`src/design/lgm_pkg.sv`:
```
// Package for the lidar occupancy grid marker.
// Holds the configuration struct, the queue entry type, register indexes and the CORDIC table.
// No dependencies.
package lgm_pkg;

    localparam int CORDIC_STEPS = 14;
    localparam int CORDIC_GAIN_Q15 = 19898;
    localparam int IDX_W = 3;
    localparam int CFG_DATA_W = 16;

    localparam logic [IDX_W-1:0] REG_RANGE_LIMIT = 3'd0;
    localparam logic [IDX_W-1:0] REG_EXTENSION = 3'd1;
    localparam logic [IDX_W-1:0] REG_STEP = 3'd2;
    localparam logic [IDX_W-1:0] REG_GRID_OFFSET = 3'd3;
    localparam logic [IDX_W-1:0] REG_CELLS_PER_M = 3'd4;
    localparam logic [IDX_W-1:0] REG_START_ANGLE = 3'd5;
    localparam logic [IDX_W-1:0] REG_ANGLE_STEP = 3'd6;

    typedef struct packed {
        logic [15:0] range_limit;
        logic [11:0] extension_length;
        logic [9:0]  step_length;
        logic [15:0] grid_offset;
        logic [15:0] cells_per_meter;
        logic [15:0] start_angle;
        logic [11:0] angle_step;
    } cfg_t;

    typedef struct packed {
        logic [15:0] range;
        logic        hit;
        logic        last;
        logic [15:0] angle;
    } beam_t;

    function automatic logic signed [16:0] atan_entry(input logic [3:0] i);
        logic signed [16:0] v;
        begin
            unique case (i)
                4'd0: v = 17'sd8192;
                4'd1: v = 17'sd4836;
                4'd2: v = 17'sd2555;
                4'd3: v = 17'sd1297;
                4'd4: v = 17'sd651;
                4'd5: v = 17'sd326;
                4'd6: v = 17'sd163;
                4'd7: v = 17'sd81;
                4'd8: v = 17'sd41;
                4'd9: v = 17'sd20;
                4'd10: v = 17'sd10;
                4'd11: v = 17'sd5;
                4'd12: v = 17'sd3;
                4'd13: v = 17'sd1;
                default: v = 17'sd0;
            endcase
            return v;
        end
    endfunction

endpackage

```
`src/design/lgm_queue.sv`:
```
// Two-entry queue of beams between the front end and the marking engine.
// Depends on lgm_pkg.
module lgm_queue
    import lgm_pkg::*;
(
    input  logic  clk,
    input  logic  rst_n,
    input  logic  push,
    input  beam_t push_data,
    input  logic  pop,
    output beam_t pop_data,
    output logic  full,
    output logic  empty
);

    beam_t       entry_reg [2];
    logic        wr_ptr_reg;
    logic        rd_ptr_reg;
    logic [1:0]  count_reg;

    assign full = count_reg == 2'd2;
    assign empty = count_reg == 2'd0;
    assign pop_data = entry_reg[rd_ptr_reg];

    always_ff @(posedge clk)
    begin
        if (push)
        begin
            entry_reg[wr_ptr_reg] <= push_data;
        end
    end

    always_ff @(posedge clk or negedge rst_n)
    begin
        if (!rst_n)
        begin
            wr_ptr_reg <= 1'b0;
            rd_ptr_reg <= 1'b0;
            count_reg <= 2'd0;
        end
        else
        begin
            if (push)
            begin
                wr_ptr_reg <= !wr_ptr_reg;
            end
            if (pop)
            begin
                rd_ptr_reg <= !rd_ptr_reg;
            end
            if (push && !pop)
            begin
                count_reg <= count_reg + 2'd1;
            end
            else if (pop && !push)
            begin
                count_reg <= count_reg - 2'd1;
            end
        end
    end

endmodule

```
`config.mk`:
```
export PLATFORM = sky130hd
export DESIGN_NAME = lgm_queue
export DESIGN_NICKNAME = d
export VERILOG_FILES = /design/src/design/lgm_pkg.sv /design/src/design/lgm_queue.sv
export SDC_FILE = /design/constraint.sdc
export NUM_CORES = 1
export LEC_CHECK = 0
export BUFFER_PORTS_ARGS = -buffer_cell sky130_fd_sc_hd__buf_2
export CORE_MARGIN = 2
export CORE_UTILIZATION = 54
export CTS_BUF_LIST = sky130_fd_sc_hd__clkbuf_4 sky130_fd_sc_hd__clkbuf_8
export DETAILED_ROUTE_END_ITERATION = 10
export GPL_ROUTABILITY_DRIVEN = 0
export PLACE_DENSITY = 0.8
export SETUP_SLACK_MARGIN = 0.05
export SLEW_MARGIN = 20
export SYNTH_ARGS = -nofsm -noshare
export SYNTH_HDL_FRONTEND = slang
export SYNTH_SLANG_ARGS = --single-unit
```
`constraint.sdc`:
```
create_clock -name clk -period 3.3 [get_ports clk]
set_input_delay 0.165 -clock clk [delete_from_list [all_inputs] [get_ports clk]]
set_output_delay 0.165 -clock clk [all_outputs]
set_load 0.03 [all_outputs]
```
==> out/qor.yml <==
antenna_found_initial: 0
rsz0062_at_grt: "false"
final.setup.tns_ps: 0
fp.dieH_um: 75.9
slew-limit-headroom: 0.307
cpPeakStageDelay_ps: 1060
start_util: 0.554
synth_top_area_frac: 0.732
n_antenna_cell: 0
area_delta_synth_final_pct: 19.9
clockBufferDepth: 2
cp.arrival_ps: 2000
crit_required_ps: 3130
die-width_um: 75.9
setup_slack_ps: 1140
synth.most_common_cell: "edfxtp_1"
clock_skew_ps: 5.77
status: "finished clean"
drc: 0
worstPathMaxFanout: 35
end_kind: "primary output"
avgRoutedWirePerCell_um: 15.1
post-route-util: 0.664
num_rows: 26
drv_slew: 0
io_pins: 74
worst_hold_path_type: "input pin to flip-flop"
synth_cell_type_count: 13
ys_warn_count: 0
grt_usage: 0.155
synth_ff_type: "edfxtp_1"
cap_violations: 0
fmax_ghz: 0.463
synth_area_sq_um: 2790
dr_total_vias: 1339
viasPerCell: 4.85
clkSlewWorstSetupHoldPaths_ps: 70
worst_path_max_delay_cell: "dfrtp_2"
cts_root_buffer: "clkbuf_8"
htree_levels: 3
total_power_mw: 3.01
setup_viol: 0
synth_top_cell_by_area: "edfxtp_1"
drive_gt1_frac: 0.597
overflow: 0
syn_inst: 122
leakagePower_nw: 1.37
largest_reg_flops: 68
clock_sinks: 72
tritoncts: "built"
hold_slack_ps: 21.4
clk-insertion-delay-late_ps: 330
ant_nets: 0
core_area_sq_um: 5040
finalHoldViolations: 0
synth.area.top_cells: "edfxtp_1 73%, mux2_4 16%, dfrtp_1 3.6%"
ir_drop_v: 0.000553
die-area_sq_um: 5760
critical_path_class: "flip-flop to primary output"
post-route-min-period_ps: 2160
cts_buffers: 9
grt_pass1_vias: 1338
wl_mm: 4.16
critPathLaunchType: "flip-flop"
grt_max_degree: 36
first_pass_iters: 4
critical_path.cell_chain: "mux2_2, buf_2"
synth-seq-cells: 72
synth_edf_count: 68
synth_commonest_cells: "68 x edfxtp_1, 29 x mux2_4, 5 x mux2_2"
worst_slew_pin_slew_ps: 1040
avgSynthCellArea_sq_um: 22.9
synth_fp_nets: 161
ys_seq_area_frac: 0.767
post-place-ws_ps: 1470
async_flop_share: 0.0556
nets: 242
fin_crit_sh: 0.655
io_buffer_count: 73
power-per-cell-area_nw_per_um2: 899
drtIter0Drc: 68
post-cts-setup-buffer-count: 0
grt_pass1_wl_mm: 6.09
[power breakdown]
part           total, mW  internal [mW]  switching (mW)  leakage, nW
sequential          1.39           1.22           0.169        0.684
clock              0.555          0.286           0.269       0.0840
combinational       1.07          0.461           0.606        0.601
total               3.01           1.97            1.04         1.37
[cells by family after synthesis]
family,after synthesis,synth area share
xor gates and xnor gates,5,0.0157
adders and majority gates,1,0.00448
buffers and inverters,5,0.0269
DFF,72,0.767
muxes,34,0.176
and+or+nand+nor,5,0.00941
[stage by stage]
| step | std cells | cell area (sq um) |
|---|---|---|
| finish | 276 | 3350 |
| global route | 276 | 3350 |
| CTS | 276 | 3350 |
| detailed placement | 261 | 3180 |
| global placement | 261 | 3180 |
| floorplan | 122 | 2790 |
[cell usage in the layout, fill, tap and decap left out]
master	count
inv_1	1
ha_1	1
clkbuf_8	9
nor2b_1	1
and2_2	1
dfrtp_1	3
edfxtp_1	68
mux2_4	29
clkbuf_4	3
buf_2	73
mux2_2	5
clkinv_2	1
xnor2_1	1
nor2_1	2
dfrtp_2	1
xor2_1	4
clkinv_1	1
dlygate4sd3_1	1
nor2b_4	1
[layer usage]
layer | up-vias | GRT usage | wire (um)
met5 | - | 0 | 0
met4 | 0 | 0.0936 | 83
met3 | 10 | 0.0556 | 298
met2 | 56 | 0.260 | 2190
met1 | 644 | 0.167 | 1580
li1 | 629 | - | -
[layout make-up]
class | count | area [sq um]
multi-input cells | 45 | 583
clock inverters | 2 | 8.76
well taps | 70 | 87.6
inverters | 1 | 3.75
clock buffers | 12 | 146
fillers | 360 | 1690
repair buffers | 74 | 375
flip-flops and latches | 72 | 2140
[worst max-delay path, delay by kind of cell (launching register included)]
kind | cells | cell delay [ps]
multiplexers | 1 | 430
flip-flops | 1 | 1060
buffers and inverters | 1 | 180
[worst paths after layout]
| path | endpoint | from | slack [ps] | cells past startpoint |
|---|---|---|---|---|
| min in group asynchronous | count_reg[0]$_DFFE_PN0P_ | rst_n | 160 | 2 |
| setup reg to reg | entry_reg[0][8]$_DFFE_PP_ | wr_ptr_reg$_DFFE_PN0P_ | 1680 | 1 |
| setup / recovery | pop_data[25] | rd_ptr_reg$_DFFE_PN0P_ | 1140 | 2 |
| hold / removal | entry_reg[1][31]$_DFFE_PP_ | push_data[31] | 20 | 1 |
| max in group asynchronous | rd_ptr_reg$_DFFE_PN0P_ | rst_n | 3020 | 2 |
| hold reg to reg | count_reg[1]$_DFFE_PN0P_ | count_reg[1]$_DFFE_PN0P_ | 500 | 1 |
[repair_timing]
action / CTS / global route
resized for setup: 0 / 0
hold buffers: 1 / 0
hold endpoints to repair: 4 / 0
No activity file was read; power rests on OpenSTA's default activity.
