===== config.mk =====
export PLATFORM = sky130hd
export DESIGN_NAME = lgm_front
export DESIGN_NICKNAME = d
export VERILOG_FILES = /design/src/design/lgm_pkg.sv /design/src/design/lgm_front.sv
export SDC_FILE = /design/constraint.sdc
export NUM_CORES = 1
export LEC_CHECK = 0
export BUFFER_PORTS_ARGS = -buffer_cell sky130_fd_sc_hd__buf_2
export CAP_MARGIN = 20
export CORE_MARGIN = 8
export CORE_UTILIZATION = 52
export DETAILED_ROUTE_END_ITERATION = 16
export PLACE_DENSITY = 0.8
export SLEW_MARGIN = 20
export SYNTH_ARGS = -nofsm -noshare
export SYNTH_HDL_FRONTEND = slang
export SYNTH_SLANG_ARGS = --single-unit
export TNS_END_PERCENT = 30

===== constraint.sdc =====
create_clock -name clk -period 7.1 [get_ports clk]
set_input_delay 0.71 -clock clk [delete_from_list [all_inputs] [get_ports clk]]
set_output_delay 0.71 -clock clk [all_outputs]
set_load 0.005 [all_outputs]

===== src/design/lgm_pkg.sv =====
// Package for the lidar occupancy grid marker.
// Holds the configuration struct, the queue entry type, register indexes and the CORDIC table.
// No dependencies.
package lgm_pkg;

    localparam int CORDIC_STEPS = 14;
    localparam int CORDIC_GAIN_Q15 = 19898;
    localparam int IDX_W = 3;
    localparam int CFG_DATA_W = 16;

    localparam logic [IDX_W-1:0] REG_RANGE_LIMIT = 3'd0;
    localparam logic [IDX_W-1:0] REG_EXTENSION = 3'd1;
    localparam logic [IDX_W-1:0] REG_STEP = 3'd2;
    localparam logic [IDX_W-1:0] REG_GRID_OFFSET = 3'd3;
    localparam logic [IDX_W-1:0] REG_CELLS_PER_M = 3'd4;
    localparam logic [IDX_W-1:0] REG_START_ANGLE = 3'd5;
    localparam logic [IDX_W-1:0] REG_ANGLE_STEP = 3'd6;

    typedef struct packed {
        logic [15:0] range_limit;
        logic [11:0] extension_length;
        logic [9:0]  step_length;
        logic [15:0] grid_offset;
        logic [15:0] cells_per_meter;
        logic [15:0] start_angle;
        logic [11:0] angle_step;
    } cfg_t;

    typedef struct packed {
        logic [15:0] range;
        logic        hit;
        logic        last;
        logic [15:0] angle;
    } beam_t;

    function automatic logic signed [16:0] atan_entry(input logic [3:0] i);
        logic signed [16:0] v;
        begin
            unique case (i)
                4'd0: v = 17'sd8192;
                4'd1: v = 17'sd4836;
                4'd2: v = 17'sd2555;
                4'd3: v = 17'sd1297;
                4'd4: v = 17'sd651;
                4'd5: v = 17'sd326;
                4'd6: v = 17'sd163;
                4'd7: v = 17'sd81;
                4'd8: v = 17'sd41;
                4'd9: v = 17'sd20;
                4'd10: v = 17'sd10;
                4'd11: v = 17'sd5;
                4'd12: v = 17'sd3;
                4'd13: v = 17'sd1;
                default: v = 17'sd0;
            endcase
            return v;
        end
    endfunction

endpackage


===== src/design/lgm_front.sv =====
// Front end: accepts beams, checks the range limit and computes the beam angle.
// Depends on lgm_pkg.
module lgm_front
    import lgm_pkg::*;
(
    input  logic        clk,
    input  logic        rst_n,
    input  cfg_t        cfg,
    input  logic        in_valid,
    output logic        in_stall,
    input  logic [15:0] beam_range,
    input  logic        last_beam,
    input  logic        q_full,
    output logic        q_push,
    output beam_t       q_data
);

    logic [15:0] count_reg;
    logic [15:0] count_next;
    logic [27:0] angle_prod;

    assign in_stall = q_full;
    assign q_push = in_valid && !q_full;
    assign angle_prod = count_reg * cfg.angle_step;

    always_comb
    begin
        q_data.range = beam_range;
        q_data.hit = beam_range < cfg.range_limit;
        q_data.last = last_beam;
        q_data.angle = cfg.start_angle + angle_prod[15:0];
        count_next = count_reg;
        if (q_push)
        begin
            count_next = last_beam ? 16'd0 : count_reg + 16'd1;
        end
    end

    always_ff @(posedge clk or negedge rst_n)
    begin
        if (!rst_n)
        begin
            count_reg <= 16'd0;
        end
        else
        begin
            count_reg <= count_next;
        end
    end

endmodule


==> results.cfg <==
[yosys]
synth_edf_count = 0
ys_ff_latch = 16
syn-cell-area_um2 = 5380
synthTopCellsByArea = fa_1, ha_1, inv_1
synth_area_leader_cell = fa_1
synth_cells = 639
seq_area_frac_synth_pct = 7.45
synth_top_area_share_pct = 34.3
synth_nets = 904
synth_cell_type_count = 40
ys_async_sr_fraction_pct = 100
synth_flop_cell = dfrtp_1
ys_warn_count = 0
synth.avg_cell_area_um2 = 8.41

[power_and_ir_drop]
swShare_pct = 45.7
cellLeakagePower_nw = 3.04
p_seq_share_pct = 15.8
clkPwrFrac_pct = 12.0
comb_power_share_pct = 72.3
p_int_w = 0.000363
power_density_nw_per_um2 = 114
ir_drop_v = 0.000102
p_switching_w = 0.000306

[layout]
syn2layout_area_growth_pct = 9.01
finalNetCount = 967
drive_above_1_share_pct = 15.1
layout_common_cells = inv_1, buf_2, fa_1
final_common_cell = inv_1
stdcell_count = 838
largest_reg_flops = 16

[sta]
fin_skew_ns = 0.00200
hold_violations = 0
tightestPinTransition_ns = 0.662
rsz0062_at_grt = false
setup_viol = 0
fin_crit_ns = 6.17
fin_crit_sh_pct = 86.9
tns_ns = 0
fmax_mhz = 162
slew_violations = 0
slew_headroom_pct = 55.4

[routing]
drt_first_iter_violations = 196
drc = 0
viasPerCell = 4.98
drtPass1Iterations = 4
route.vias.total = 4174
drtAntennaViolNets = 0
routed_wl_mm = 11.8
wl_per_cell_um = 14.1

[global_route]
grt_start_max_net_pins = 18
grt-ovfl-total = 0
grt_pass1_wl_mm = 20.9
grt_pass1_vias = 4611
antenna_found_initial = 1
grt_usage_pct = 17.7

[die]
initial_core_util_pct = 52.8
rows = 37
die_y_um = 118
die_area_um2 = 13800
die_x_um = 118
core_area_um2 = 10200
boundaryPins = 155

[clock_network]
clock_latency_ns = 0.25
cts.clk_slew.worst_paths_ns = 0.06
cts.sinks = 16
htree_levels = 1
post_cts_resized = 0
numCtsBuffers = 3
clock_path_buffers = 2
cts.hold.buffers_added = 0
cts_tree = yes
post-cts-setup-buffer-count = 0
root_buffer = clkbuf_8

[worst_setup_path]
r2r_cells = 6
r2r_slack_ns = 5.01
crit_fanout = 13
arrival_ns = 5.46
crit_type = input port to output pin
regToRegStartpoint = count_reg[3]
required_ns = 6.39
cp-end-kind = output pin
rr_endpoint = count_reg[15]
worstSetupStartpointType = input port

[placement]
gp_congestion = 0.869
dp.cells = 833
dp_hpwl_mm = 10.3
io_buffers = 100

[job]
drv_cap = 0

[min_path]
hp-class = input port to asynchronous set/reset pin

[outcome]
run_status = finished, final reports clean
-- power groups by stage --
stage / Clock, W / Combinational, W / Sequential, W
floorplan: 0 / 0.000337 / 0.0000981
global placement: 0 / 0.000460 / 0.000107
detailed placement: 0 / 0.000488 / 0.000107
CTS: 0.0000804 / 0.000491 / 0.000106
global route: 0.0000840 / 0.000558 / 0.000107
finish: 0.0000801 / 0.000483 / 0.000106
-- routing by layer --
layer | global-route usage (%) | vias up | wire [µm]
li1 | - | 2009 | -
met1 | 20.9 | 2040 | 4840
met2 | 34.0 | 109 | 6260
met3 | 1.58 | 16 | 568
met4 | 3.60 | 0 | 153
met5 | 0 | - | 0
-- kinds of logic (layout without fill, tap and decap cells) --
family | count (synthesis) | in the layout | synth area share, %
AO/OA/AOI/OAI | 47 | 47 | 5.59
AND/OR/NAND/NOR | 191 | 191 | 17.6
buffers and inverters | 196 | 258 | 15.3
other | 0 | 1 | 0
XOR/XNOR | 42 | 42 | 7.10
adder cells (fa/ha/maj) | 146 | 146 | 46.8
multiplexers | 1 | 1 | 0.186
flip-flops | 16 | 16 | 7.45
-- cells in the mapped netlist (12+ instances only) --
cell        n
inv_1     154
fa_1       92
nand2_1    78
and2_1     56
ha_1       54
nor2_1     22
xnor2_1    22
buf_4      19
xor2_1     19
clkbuf_1   18
dfrtp_1    16
o21ai_0    12
-- per-stage QoR --
| stage | area [µm²] | util (%) | hold WS (ns) | setup slack (ns) | power, W |
|---|---|---|---|---|---|
| finish | 5860 | 57.5 | 0.362 | 0.931 | 0.000669 |
| global route | 5860 | 57.5 | 0.399 | 0.738 | 0.000749 |
| CTS | 5860 | 57.5 | 0.378 | 0.918 | 0.000677 |
| detailed placement | 5800 | 57.0 | 0.542 | 0.923 | 0.000595 |
| global placement | 5800 | 57.0 | 0.530 | 1.05 | 0.000567 |
| floorplan | 5380 | - | 0.414 | 1.29 | 0.000435 |
-- worst max-delay path, stage by stage --
cell     delay [ns]
buf_2          0.23
nand2_1        0.12
fa_1           0.55
inv_1          0.06
fa_1           0.51
inv_1          0.06
fa_1           0.53
inv_1          0.05
fa_1           0.47
inv_1          0.05
fa_1           0.52
inv_1          0.04
ha_1           0.38
o21a_1         0.22
o21ai_0        0.32
a21oi_1        0.12
nor2_1         0.10
a21oi_1        0.06
xor2_1         0.18
buf_2          0.15
-- cell type report --
class                      count  area (µm²)
antenna                        1        2.50
sequential                    16         400
multi-input combinational    427        4150
clock buffer                   4        55.1
tap                          136         170
timing repair buffer         100         500
inverter                     154         578
fill                         897        4320
-- how the worst max path moves through the flow --
| stage | cells past startpoint | from | slack [ns] | endpoint |
|---|---|---|---|---|
| floorplan | 19 | cfg[3] | 1.29 | q_data[14] |
| global placement | 20 | cfg[3] | 1.05 | q_data[14] |
| detailed placement | 20 | cfg[3] | 0.92 | q_data[15] |
| CTS | 20 | cfg[3] | 0.92 | q_data[15] |
| global route | 20 | cfg[3] | 0.74 | q_data[14] |
| finish | 20 | cfg[3] | 0.93 | q_data[15] |
No activity file was read; power rests on OpenSTA's default activity.
